**src/design/hsvpick_pkg.sv**
```systemverilog
`default_nettype none
// ----------------------------------------------------------------------------
// hsvpick_pkg
// Shared widths, codes, structs and reciprocal constants of the HSV picker.
// ----------------------------------------------------------------------------
package hsvpick_pkg;

    localparam int HUE_W   = 12;
    localparam int SAT_W   = 10;
    localparam int VAL_W   = 10;
    localparam int CH_W    = 8;
    localparam int LEVEL_W = 15;
    localparam int STEP_W  = 16;
    localparam int PCT_W   = 7;
    localparam int CFG_W   = 15;
    localparam int SWEEP_W = 13;

    localparam logic [PCT_W-1:0] PCT_MAX = 7'd100;

    // shared multiplier geometry
    localparam int MUL_A_W = 15;
    localparam int MUL_B_W = 20;
    localparam int PROD_W  = MUL_A_W + MUL_B_W;

    // divide by constant: floor(x * MUL >> SHIFT)
    localparam int SC_SHIFT     = 19;
    localparam int DIV60_SHIFT  = 18;
    localparam int DIV100_SHIFT = 22;
    localparam int DIV25_SHIFT  = 18;
    localparam logic [MUL_B_W-1:0] DIV60_MUL  = 20'd4370;
    localparam logic [MUL_B_W-1:0] DIV100_MUL = 20'd41944;
    localparam logic [MUL_B_W-1:0] DIV25_MUL  = 20'd10486;

    typedef enum logic [1:0] {
        OP_IND     = 2'd0,
        OP_COLOUR  = 2'd1,
        OP_RESTORE = 2'd2
    } op_t;

    typedef enum logic [1:0] {
        MODE_STAY = 2'd0,
        MODE_HUE  = 2'd1,
        MODE_SAT  = 2'd2,
        MODE_VAL  = 2'd3
    } mode_t;

    typedef enum logic [1:0] {
        CFG_TOP      = 2'd0,
        CFG_HUE_STEP = 2'd1,
        CFG_SAT_STEP = 2'd2
    } cfg_idx_t;

    typedef struct packed {
        logic [HUE_W-1:0] hue;
        logic [SAT_W-1:0] sat;
        logic [VAL_W-1:0] val;
    } hsv_t;

    typedef struct packed {
        logic [CH_W-1:0] red;
        logic [CH_W-1:0] green;
        logic [CH_W-1:0] blue;
    } rgb_t;

    typedef struct packed {
        logic [MUL_A_W-1:0] a;
        logic [MUL_B_W-1:0] b;
    } mul_req_t;

endpackage
`default_nettype wire

```
**src/design/hsv_picker_led_controller.sv**
```systemverilog
`default_nettype none
// ----------------------------------------------------------------------------
// hsv_picker_led_controller
// HSV colour picker with mode indicator, driving RGB and indicator duty values.
// ----------------------------------------------------------------------------
// Each accepted transaction yields exactly one result transaction. Indicator
// ticks, colour ticks without the button held and unused op codes go from
// acceptance straight to the emit state. Colour ticks with the button held
// and restores first run the HSV to RGB conversion: eleven passes through one
// shared multiplier under the conversion sequencer, then the emit state. In
// the emit state the result is loaded into the output register once that is
// free, and m_tvalid rises with it. s_tready is low from acceptance until the
// result is loaded into the output register; a result still waiting there
// does not block the next transaction until its own result is ready.
module hsv_picker_led_controller
    import hsvpick_pkg::*;
#(
    parameter int HSV_SCALE = 10
) (
    input  wire logic         aclk,
    input  wire logic         aresetn,
    input  wire logic         s_tvalid,
    output logic              s_tready,
    input  wire logic [39:0]  s_tdata,  // double_click, held, hue_in, sat_in, val_in, zero pad
    input  wire logic [1:0]   s_tuser,  // op
    output logic              m_tvalid,
    input  wire logic         m_tready,
    output logic [79:0]       m_tdata,  // red, green, blue, indicator_level, mode_now,
                                        // save_pulse, hue_out, sat_out, val_out, zero pad
    input  wire logic         cfg_we,
    input  wire logic [1:0]   cfg_addr,
    input  wire logic [CFG_W-1:0] cfg_wdata
);

    localparam int RECIP_SC_INT = ((1 << SC_SHIFT) + HSV_SCALE - 1) / HSV_SCALE;
    localparam logic [MUL_B_W-1:0] RECIP_SC = MUL_B_W'(RECIP_SC_INT);
    localparam logic [SWEEP_W-1:0] HUE_BOUND =
        SWEEP_W'((360 * HSV_SCALE > 4095) ? 4095 : 360 * HSV_SCALE);
    localparam logic [SWEEP_W-1:0] PCT_BOUND =
        SWEEP_W'((100 * HSV_SCALE > 1023) ? 1023 : 100 * HSV_SCALE);

    typedef enum logic [1:0] {
        ST_IDLE,
        ST_CONV,
        ST_EMIT
    } state_t;

    state_t               state_reg;
    logic                 start_reg;
    logic [CFG_W-1:0]     top_reg;
    logic [CFG_W-1:0]     hue_step_reg;
    logic [CFG_W-1:0]     sat_step_reg;
    mode_t                mode_reg;
    logic [LEVEL_W-1:0]   level_reg;
    logic signed [STEP_W-1:0] step_reg;
    logic                 down_reg;
    logic [HUE_W-1:0]     hue_reg;
    logic [SAT_W-1:0]     sat_reg;
    logic [VAL_W-1:0]     val_reg;
    logic                 save_reg;

    logic                 m_tvalid_reg;
    rgb_t                 out_rgb_reg;
    logic [LEVEL_W-1:0]   out_level_reg;
    mode_t                out_mode_reg;
    logic                 out_save_reg;
    logic [HUE_W-1:0]     out_hue_reg;
    logic [SAT_W-1:0]     out_sat_reg;
    logic [VAL_W-1:0]     out_val_reg;

    mode_t                mode_next;
    logic [LEVEL_W-1:0]   level_next;
    logic signed [STEP_W-1:0] step_next;
    logic                 down_next;
    logic [HUE_W-1:0]     hue_next;
    logic [SAT_W-1:0]     sat_next;
    logic [VAL_W-1:0]     val_next;
    logic                 save_next;
    logic                 need_conv;

    mode_t                mode_tmp;
    logic [LEVEL_W-1:0]   lvl_tmp;
    logic signed [STEP_W-1:0] step_tmp;
    logic signed [STEP_W-1:0] step_mag;
    logic signed [16:0]   blink_sum;
    logic signed [16:0]   top_s;
    logic [SWEEP_W-1:0]   comp_cur;
    logic [SWEEP_W-1:0]   comp_bound;
    logic [SWEEP_W-1:0]   comp_step;
    logic [SWEEP_W-1:0]   comp_new;
    logic                 sweep_dir;

    logic                 in_fire;
    logic                 out_free;
    logic                 conv_done;
    rgb_t                 conv_rgb;
    hsv_t                 conv_hsv;

    assign in_fire  = s_tvalid && s_tready;
    assign out_free = !m_tvalid_reg || m_tready;
    assign conv_hsv = '{hue: hue_reg, sat: sat_reg, val: val_reg};

    hsvpick_conv #(
        .RECIP_SC (RECIP_SC)
    ) u_conv (
        .aclk    (aclk),
        .aresetn (aresetn),
        .start   (start_reg),
        .hsv     (conv_hsv),
        .done    (conv_done),
        .rgb     (conv_rgb)
    );

    // indicator tick
    always_comb begin
        mode_tmp = mode_reg;
        lvl_tmp  = level_reg;
        step_tmp = step_reg;
        if (s_tdata[0]) begin
            mode_tmp = mode_t'(2'(mode_reg + 2'd1));
            lvl_tmp  = (mode_tmp == MODE_VAL) ? top_reg : '0;
            priority if (mode_tmp == MODE_HUE) begin
                step_tmp = STEP_W'(hue_step_reg);
            end else if (mode_tmp == MODE_SAT) begin
                step_tmp = STEP_W'(sat_step_reg);
            end else begin
                step_tmp = '0;
            end
        end
        step_mag  = step_tmp[STEP_W-1] ? -step_tmp : step_tmp;
        blink_sum = 17'(lvl_tmp) + {step_tmp[STEP_W-1], step_tmp};
        top_s     = 17'(top_reg);
    end

    // colour sweep
    always_comb begin
        priority if (mode_reg == MODE_HUE) begin
            comp_cur   = SWEEP_W'(hue_reg);
            comp_bound = HUE_BOUND;
        end else if (mode_reg == MODE_SAT) begin
            comp_cur   = SWEEP_W'(sat_reg);
            comp_bound = PCT_BOUND;
        end else begin
            comp_cur   = SWEEP_W'(val_reg);
            comp_bound = PCT_BOUND;
        end
        sweep_dir = down_reg;
        if (comp_cur == '0) begin
            sweep_dir = 1'b0;
        end
        if (comp_cur >= comp_bound) begin
            sweep_dir = 1'b1;
        end
        if (sweep_dir) begin
            comp_step = (comp_cur == '0) ? '0 : comp_cur - 1'b1;
        end else begin
            comp_step = comp_cur + 1'b1;
        end
        comp_new = (comp_step > comp_bound) ? comp_bound : comp_step;
    end

    always_comb begin
        mode_next  = mode_reg;
        level_next = level_reg;
        step_next  = step_reg;
        down_next  = down_reg;
        hue_next   = hue_reg;
        sat_next   = sat_reg;
        val_next   = val_reg;
        save_next  = 1'b0;
        need_conv  = 1'b0;
        unique case (s_tuser)
            OP_IND: begin
                mode_next = mode_tmp;
                save_next = s_tdata[0] && (mode_tmp == MODE_STAY);
                if (s_tdata[0]) begin
                    down_next = 1'b0;
                end
                priority if (mode_tmp == MODE_VAL) begin
                    level_next = top_reg;
                    step_next  = step_tmp;
                end else if (blink_sum >= top_s) begin
                    level_next = top_reg;
                    step_next  = -step_mag;
                end else if (blink_sum[16] || blink_sum == '0) begin
                    level_next = '0;
                    step_next  = step_mag;
                end else begin
                    level_next = blink_sum[LEVEL_W-1:0];
                    step_next  = step_tmp;
                end
            end
            OP_COLOUR: begin
                if (s_tdata[1]) begin
                    need_conv = 1'b1;
                    if (mode_reg != MODE_STAY) begin
                        down_next = sweep_dir;
                    end
                    unique case (mode_reg)
                        MODE_HUE: hue_next = comp_new[HUE_W-1:0];
                        MODE_SAT: sat_next = comp_new[SAT_W-1:0];
                        MODE_VAL: val_next = comp_new[VAL_W-1:0];
                        default:  hue_next = hue_reg;
                    endcase
                end
            end
            OP_RESTORE: begin
                hue_next  = s_tdata[13:2];
                sat_next  = s_tdata[23:14];
                val_next  = s_tdata[33:24];
                need_conv = 1'b1;
            end
            default: need_conv = 1'b0;
        endcase
    end

    always_ff @(posedge aclk) begin
        if (!aresetn) begin
            state_reg    <= ST_IDLE;
            start_reg    <= 1'b0;
            m_tvalid_reg <= 1'b0;
            top_reg      <= 15'd1000;
            hue_step_reg <= 15'd50;
            sat_step_reg <= 15'd500;
            mode_reg     <= MODE_STAY;
            level_reg    <= '0;
            step_reg     <= '0;
            down_reg     <= 1'b0;
            hue_reg      <= '0;
            sat_reg      <= '0;
            val_reg      <= '0;
            save_reg     <= 1'b0;
        end else begin
            start_reg <= in_fire && need_conv;
            if ((state_reg == ST_EMIT) && out_free) begin
                m_tvalid_reg <= 1'b1;
            end else if (m_tready) begin
                m_tvalid_reg <= 1'b0;
            end
            if (cfg_we) begin
                unique case (cfg_addr)
                    CFG_TOP:      top_reg      <= cfg_wdata;
                    CFG_HUE_STEP: hue_step_reg <= cfg_wdata;
                    CFG_SAT_STEP: sat_step_reg <= cfg_wdata;
                    default:      top_reg      <= top_reg;
                endcase
            end
            unique case (state_reg)
                ST_IDLE: begin
                    if (in_fire) begin
                        mode_reg  <= mode_next;
                        level_reg <= level_next;
                        step_reg  <= step_next;
                        down_reg  <= down_next;
                        hue_reg   <= hue_next;
                        sat_reg   <= sat_next;
                        val_reg   <= val_next;
                        save_reg  <= save_next;
                        state_reg <= need_conv ? ST_CONV : ST_EMIT;
                    end
                end
                ST_CONV: begin
                    if (conv_done) begin
                        state_reg <= ST_EMIT;
                    end
                end
                ST_EMIT: begin
                    if (out_free) begin
                        out_rgb_reg   <= conv_rgb;
                        out_level_reg <= level_reg;
                        out_mode_reg  <= mode_reg;
                        out_save_reg  <= save_reg;
                        out_hue_reg   <= hue_reg;
                        out_sat_reg   <= sat_reg;
                        out_val_reg   <= val_reg;
                        state_reg     <= ST_IDLE;
                    end
                end
                default: state_reg <= ST_IDLE;
            endcase
        end
    end

    assign s_tready = (state_reg == ST_IDLE);
    assign m_tvalid = m_tvalid_reg;
    assign m_tdata  = {6'b000000, out_val_reg, out_sat_reg, out_hue_reg, out_save_reg,
                       out_mode_reg, out_level_reg, out_rgb_reg.blue, out_rgb_reg.green,
                       out_rgb_reg.red};

`ifndef SYNTHESIS
    conv_done_in_conv: assert property (@(posedge aclk) disable iff (!aresetn)
        conv_done |-> state_reg == ST_CONV)
        else $error("conversion finished outside conversion wait");

    busy_after_accept: assert property (@(posedge aclk) disable iff (!aresetn)
        in_fire |=> !s_tready)
        else $error("ready high right after an accepted transaction");

    save_only_in_stay: assert property (@(posedge aclk) disable iff (!aresetn)
        (m_tvalid_reg && out_save_reg) |-> out_mode_reg == MODE_STAY)
        else $error("save pulse outside stay mode");

    start_only_when_busy: assert property (@(posedge aclk) disable iff (!aresetn)
        start_reg |-> state_reg == ST_CONV)
        else $error("conversion started while not waiting for it");
`endif

endmodule
`default_nettype wire

```
**src/design/hsvpick_mul.sv**
```systemverilog
`default_nettype none
// ----------------------------------------------------------------------------
// hsvpick_mul
// Shared multiplier with a registered product, one result per cycle.
// ----------------------------------------------------------------------------
module hsvpick_mul
    import hsvpick_pkg::*;
(
    input  wire logic              aclk,
    input  wire mul_req_t          req,
    output logic [PROD_W-1:0]      prod
);

    logic [PROD_W-1:0] prod_reg;

    always_ff @(posedge aclk) begin
        prod_reg <= PROD_W'(req.a) * PROD_W'(req.b);
    end

    assign prod = prod_reg;

endmodule
`default_nettype wire

```
**src/design/hsvpick_conv.sv**
```systemverilog
`default_nettype none
// ----------------------------------------------------------------------------
// hsvpick_conv
// Six-sector HSV to RGB conversion sequenced over the shared multiplier.
// ----------------------------------------------------------------------------
module hsvpick_conv
    import hsvpick_pkg::*;
#(
    parameter logic [MUL_B_W-1:0] RECIP_SC = 20'd52429
) (
    input  wire logic aclk,
    input  wire logic aresetn,
    input  wire logic start,
    input  wire hsv_t hsv,
    output logic      done,
    output rgb_t      rgb
);

    typedef enum logic [3:0] {
        C_IDLE, C_H, C_S, C_V, C_Q, C_VM, C_VMD, C_FULL,
        C_LOW, C_DF, C_RISE, C_FALL, C_OUT
    } cstate_t;

    cstate_t           state_reg;
    logic              done_reg;
    rgb_t              rgb_reg;
    logic [HUE_W-1:0]  h_reg;
    logic [PCT_W-1:0]  s_reg;
    logic [PCT_W-1:0]  v_reg;
    logic [PCT_W-1:0]  vm_reg;
    logic [5:0]        f_reg;
    logic [2:0]        sector_reg;
    logic [CH_W-1:0]   full_reg;
    logic [CH_W-1:0]   low_reg;
    logic [CH_W-1:0]   rise_reg;
    logic [12:0]       df_reg;

    mul_req_t          mul_req;
    logic [PROD_W-1:0] mul_prod;

    logic [SAT_W-1:0]  pct_raw;
    logic [PCT_W-1:0]  pct_cap;
    logic [6:0]        q_w;
    logic [12:0]       q6_prod;
    logic [2:0]        sector_w;
    logic [5:0]        f_w;
    logic [CH_W-1:0]   fall_w;
    logic [12:0]       rise_num;
    logic [12:0]       fall_num;
    logic [16:0]       rise_x17;
    logic [16:0]       fall_x17;
    logic [MUL_A_W-1:0] v255;
    logic [MUL_A_W-1:0] vm255;

    hsvpick_mul u_mul (
        .aclk (aclk),
        .req  (mul_req),
        .prod (mul_prod)
    );

    always_comb begin
        pct_raw  = mul_prod[SC_SHIFT +: SAT_W];
        pct_cap  = (pct_raw > SAT_W'(PCT_MAX)) ? PCT_MAX : pct_raw[PCT_W-1:0];
        q_w      = mul_prod[DIV60_SHIFT +: 7];
        q6_prod  = 13'(q_w) * 13'd43;
        sector_w = 3'(q_w - 7'(q6_prod[12:8]) * 7'd6);
        f_w      = 6'(h_reg - 12'(q_w) * 12'd60);
        fall_w   = mul_prod[DIV25_SHIFT +: CH_W];
        rise_num = 13'(vm_reg) * 13'd60 + mul_prod[12:0];
        fall_num = 13'(v_reg) * 13'd60 - df_reg;
        rise_x17 = {rise_num, 4'b0000} + 17'(rise_num);
        fall_x17 = {fall_num, 4'b0000} + 17'(fall_num);
        v255     = {v_reg, 8'h00} - MUL_A_W'(v_reg);
        vm255    = {vm_reg, 8'h00} - MUL_A_W'(vm_reg);
    end

    always_comb begin
        mul_req = '0;
        unique case (state_reg)
            C_H: begin
                mul_req.a = MUL_A_W'(hsv.hue);
                mul_req.b = RECIP_SC;
            end
            C_S: begin
                mul_req.a = MUL_A_W'(hsv.sat);
                mul_req.b = RECIP_SC;
            end
            C_V: begin
                mul_req.a = MUL_A_W'(hsv.val);
                mul_req.b = RECIP_SC;
            end
            C_Q: begin
                mul_req.a = MUL_A_W'(h_reg);
                mul_req.b = DIV60_MUL;
            end
            C_VM: begin
                mul_req.a = MUL_A_W'(PCT_MAX - s_reg);
                mul_req.b = MUL_B_W'(v_reg);
            end
            C_VMD: begin
                mul_req.a = mul_prod[MUL_A_W-1:0];
                mul_req.b = DIV100_MUL;
            end
            C_FULL: begin
                mul_req.a = v255;
                mul_req.b = DIV100_MUL;
            end
            C_LOW: begin
                mul_req.a = vm255;
                mul_req.b = DIV100_MUL;
            end
            C_DF: begin
                mul_req.a = MUL_A_W'(v_reg - vm_reg);
                mul_req.b = MUL_B_W'(f_reg);
            end
            C_RISE: begin
                mul_req.a = MUL_A_W'(rise_x17[16:4]);
                mul_req.b = DIV25_MUL;
            end
            C_FALL: begin
                mul_req.a = MUL_A_W'(fall_x17[16:4]);
                mul_req.b = DIV25_MUL;
            end
            default: mul_req = '0;
        endcase
    end

    always_ff @(posedge aclk) begin
        if (!aresetn) begin
            state_reg <= C_IDLE;
            done_reg  <= 1'b0;
            rgb_reg   <= '0;
        end else begin
            done_reg <= (state_reg == C_OUT);
            unique case (state_reg)
                C_IDLE: begin
                    if (start) begin
                        state_reg <= C_H;
                    end
                end
                C_H: state_reg <= C_S;
                C_S: begin
                    h_reg     <= mul_prod[SC_SHIFT +: HUE_W];
                    state_reg <= C_V;
                end
                C_V: begin
                    s_reg     <= pct_cap;
                    state_reg <= C_Q;
                end
                C_Q: begin
                    v_reg     <= pct_cap;
                    state_reg <= C_VM;
                end
                C_VM: begin
                    f_reg      <= f_w;
                    sector_reg <= sector_w;
                    state_reg  <= C_VMD;
                end
                C_VMD: state_reg <= C_FULL;
                C_FULL: begin
                    vm_reg    <= mul_prod[DIV100_SHIFT +: PCT_W];
                    state_reg <= C_LOW;
                end
                C_LOW: begin
                    full_reg  <= mul_prod[DIV100_SHIFT +: CH_W];
                    state_reg <= C_DF;
                end
                C_DF: begin
                    low_reg   <= mul_prod[DIV100_SHIFT +: CH_W];
                    state_reg <= C_RISE;
                end
                C_RISE: begin
                    df_reg    <= mul_prod[12:0];
                    state_reg <= C_FALL;
                end
                C_FALL: begin
                    rise_reg  <= mul_prod[DIV25_SHIFT +: CH_W];
                    state_reg <= C_OUT;
                end
                C_OUT: begin
                    unique case (sector_reg)
                        3'd0: rgb_reg <= '{red: full_reg, green: rise_reg, blue: low_reg};
                        3'd1: rgb_reg <= '{red: fall_w, green: full_reg, blue: low_reg};
                        3'd2: rgb_reg <= '{red: low_reg, green: full_reg, blue: rise_reg};
                        3'd3: rgb_reg <= '{red: low_reg, green: fall_w, blue: full_reg};
                        3'd4: rgb_reg <= '{red: rise_reg, green: low_reg, blue: full_reg};
                        default: rgb_reg <= '{red: full_reg, green: low_reg, blue: fall_w};
                    endcase
                    state_reg <= C_IDLE;
                end
                default: state_reg <= C_IDLE;
            endcase
        end
    end

    assign done = done_reg;
    assign rgb  = rgb_reg;

endmodule
`default_nettype wire
```
**config.mk**
```make
export PLATFORM = sky130hd
export DESIGN_NAME = hsv_picker_led_controller
export DESIGN_NICKNAME = d
export VERILOG_FILES = /design/src/design/hsvpick_pkg.sv /design/src/design/hsv_picker_led_controller.sv /design/src/design/hsvpick_mul.sv /design/src/design/hsvpick_conv.sv
export SDC_FILE = /design/constraint.sdc
export NUM_CORES = 1
export LEC_CHECK = 0
export ABC_CLOCK_PERIOD_IN_PS = 12700
export BUFFER_PORTS_ARGS = -buffer_cell sky130_fd_sc_hd__buf_2
export CORE_MARGIN = 5
export CORE_UTILIZATION = 35
export CTS_CLUSTER_SIZE = 10
export DETAILED_ROUTE_END_ITERATION = 10
export PLACE_DENSITY = 0.53
export SLEW_MARGIN = 20
export SYNTH_ARGS = -nofsm -noshare
export SYNTH_HDL_FRONTEND = slang
export SYNTH_SLANG_ARGS = --single-unit
```
**constraint.sdc**
```tcl
create_clock -name aclk -period 12.7 [get_ports aclk]
set_clock_uncertainty 0.2 [all_clocks]
set_input_delay 1.905 -clock aclk [delete_from_list [all_inputs] [get_ports aclk]]
set_output_delay 1.905 -clock aclk [all_outputs]
set_load 0.05 [all_outputs]
```
==> flow_metrics.py <==
metrics = {
    "run_status": {
        "outcome": "finished clean",
    },
    "floorplan": {
        "io_pins": 146,
        "initial_core_util_pct": 35.3,
        "die-area_sq_um": 90300,
        "die_y_um": 301,
        "core_area_sq_um": 83700,
        "die_w_um": 301,
        "rows": 106,
    },
    "global_routing": {
        "grt_pass1_wl_mm": 143,
        "grt_pass1_vias": 24100,
        "grt-ovfl-total": 0,
        "track_usage_pct": 20.2,
        "grt_max_degree": 75,
        "antenna_found_initial": 1,
    },
    "finish": {
        "area_growth_pct": 11.6,
        "diodes": 0,
        "fin_nets": 3965,
        "drive_above_1_share_pct": 9.53,
        "largest_reg_flops": 28,
    },
    "synthesis": {
        "yosysSeqAreaShare_pct": 27.3,
        "synth.cell_area_sq_um": 29500,
        "synth-seq-cells": 326,
        "yosysWarnings": 0,
        "synth_edf_count": 153,
        "ys_async_sr_fraction_pct": 0,
        "synth_top_flop_cell": "dfxtp_1",
        "postSynthAreaPerCell_sq_um": 8.94,
        "postSynthCellCount": 3304,
        "yosysUniqueCellTypes": 90,
    },
    "critical_path": {
        "r2r_end": "u_conv.u_mul.prod[28]$_DFF_P_",
        "r2r-start": "u_conv.vm_reg[2]$_DFFE_PP_",
        "start_kind": "register",
        "slowest_stage": "fa_1",
        "end_kind": "register",
        "cp_slowest_stage_delay_ns": 0.58,
        "cp.arrival_ns": 12.26,
        "path_max_fanout": 13,
        "crit_start": "u_conv.vm_reg[2]$_DFFE_PP_",
        "r2r_cells": 43,
        "cp.required_ns": 13.00,
        "critPathKind": "reg2reg",
        "cpMostUsedCell": "fa_1",
        "r2r_slack_ns": 0.73,
    },
    "routing": {
        "drtPass1Iterations": 6,
        "via_per_inst": 5.38,
        "first_iter_violations": 2064,
        "routed_wl_mm": 92.8,
        "num_vias": 24700,
        "drtAntennaViolNets": 0,
        "drcViolationCount": 0,
        "wl_per_cell_um": 20.2,
    },
    "clock_network": {
        "path_clk_slew_ns": 0.06,
        "cts_tree": "done",
        "clk-insertion-delay-late_ns": 0.58,
        "cts_sinks": 326,
        "cts.htree.levels": 2,
        "numCtsBuffers": 40,
        "root_buffer": "clkbuf_16",
        "cts.path.max_buffers": 3,
    },
    "timing": {
        "worst_slew_pin_slew_ns": 1.06,
        "relSlewSlack_pct": 29.0,
        "setup_ws_ns": 0.733,
        "setup_viol": 0,
        "tns_ns": 0,
        "rsz0062_at_grt": "no",
        "period_needed_ns": 11.97,
        "fmax_ghz": 0.0836,
        "hold_violations": 0,
        "slew_viol_final": 0,
        "min_period_over_period_pct": 94.2,
    },
    "hold_path": {
        "hold_depth": 0,
        "min_path_type": "reg2reg",
        "min_from": "u_conv.rgb[5]$_SDFFE_PN0P_",
        "min_to": "m_tdata[21]$_DFFE_PP_",
    },
    "placement": {
        "hpwl_mm": 71.4,
        "pre_cts_slack_ns": 0.460,
        "gp_congestion": 0.894,
        "io_buffers": 133,
    },
    "pwr": {
        "ir_worst_vdd_mv": 0.0794,
        "p_leak_uw": 0.0144,
        "cellPowerDensity_nw_per_um2": 81.2,
    },
    "run": {
        "drv_cap": 0,
    },
}
## worst max path at each step
stage	endpoint	slack [ns]	cells after the start
floorplan	u_conv.u_mul.prod[28]$_DFF_P_	1.38	43
global placement	u_conv.u_mul.prod[28]$_DFF_P_	0.47	46
detailed placement	u_conv.u_mul.prod[28]$_DFF_P_	0.46	44
CTS	u_conv.u_mul.prod[28]$_DFF_P_	0.40	46
global route	u_conv.u_mul.prod[28]$_DFF_P_	0.05	45
finish	u_conv.u_mul.prod[28]$_DFF_P_	0.73	43
## worst max-delay path, delay by kind of cell, from the launching register on
kind / cells / cell delay [ns]
fa+ha+maj: 12 / 5.37
flops: 1 / 0.49
xor+xnor: 2 / 0.34
buf+inv: 6 / 0.63
mux: 1 / 0.28
simple gates: 7 / 1.69
compound gates: 15 / 2.89
## layout by cell type, fill, tap and decap left out, drive strengths merged, types with 41 or more instances in the layout
| cell | n |
|---|---|
| o21ai | 155 |
| edfxtp | 153 |
| clkbuf | 69 |
| a211oi | 66 |
| nor2b | 57 |
| buf | 207 |
| dfxtp | 173 |
| nand3 | 79 |
| a31oi | 41 |
| nand2 | 365 |
| xnor2 | 109 |
| ha | 267 |
| nor3 | 59 |
| fa | 214 |
| a21oi | 209 |
| inv | 372 |
| nor2 | 214 |
## cell families (layout without fill, tap and decap cells)
logic type | after synthesis | after routing | synth area share, %
simple gates | 984 | 984 | 15.7
other cells | 2 | 17 | 0.0254
fa+ha+maj | 481 | 481 | 25.8
buf+inv | 521 | 653 | 6.76
compound gates | 779 | 779 | 17.6
flops | 326 | 326 | 27.3
xor+xnor | 150 | 150 | 4.59
mux | 61 | 61 | 2.17
## synth_stat cells, types with 23 or more instances
library cell / count / area [sq um]
inv_1: 372 / 1400
nand2_1: 365 / 1370
ha_1: 267 / 3340
fa_1: 214 / 4280
nor2_1: 214 / 803
a21oi_1: 209 / 1050
dfxtp_1: 173 / 3460
edfxtp_1: 153 / 4590
o21ai_0: 146 / 731
clkbuf_1: 122 / 458
xnor2_1: 109 / 955
nand3_1: 79 / 395
a211oi_1: 66 / 495
nor3_1: 59 / 295
nor2b_1: 57 / 357
a31oi_1: 41 / 257
and2_1: 38 / 238
xor2_1: 38 / 333
mux2i_1: 36 / 360
a21o_1: 33 / 248
nand2b_1: 33 / 206
and3_1: 29 / 181
o211ai_1: 29 / 218
mux2_2: 24 / 270
nand4_1: 24 / 150
a221oi_1: 23 / 201
## report_power, final
part / internal [uW] / switching (uW)
sequential: 1130 / 36.2
clock: 638 / 463
combinational: 138 / 270
## area by class of cell
class	instances	area [sq um]
clock inverter	4	52.6
inverter	373	1410
timing repair buffer	207	1220
clock buffer	69	1190
tap	1134	1420
fill	8538	50700
multi-input combinational	2472	19600
sequential	326	8060
## stage by stage
stage / total power (uW) / area, sq um / utilization, % / cells / hold WS [ns]
after floorplan: 1470 / 29600 / - / 3319 / 0.186
after global placement: 1590 / 31600 / 37.8 / 4507 / 0.191
after detailed placement: 1590 / 31600 / 37.8 / 4507 / 0.202
after CTS: 2700 / 32900 / 39.3 / 4580 / 0.227
after global routing: 2790 / 33000 / 39.4 / 4585 / 0.237
final: 2680 / 33000 / 39.4 / 4585 / 0.217
## what timing repair did
| item | in CTS | in global routing |
|---|---|---|
| hold buffers | 0 | 0 |
| resized for setup | 0 | 8 |
| setup endpoints to repair | 0 | 7 |
| buffers inserted | 0 | 5 |
## routing by layer
metal	track usage, %	vias to the layer above	wire, um
li1	-	11800	-
met1	29.0	12000	43500
met2	31.5	774	40600
met3	3.45	140	5920
met4	5.67	0	2830
met5	0	-	0
(Power assumes the default switching activity.)
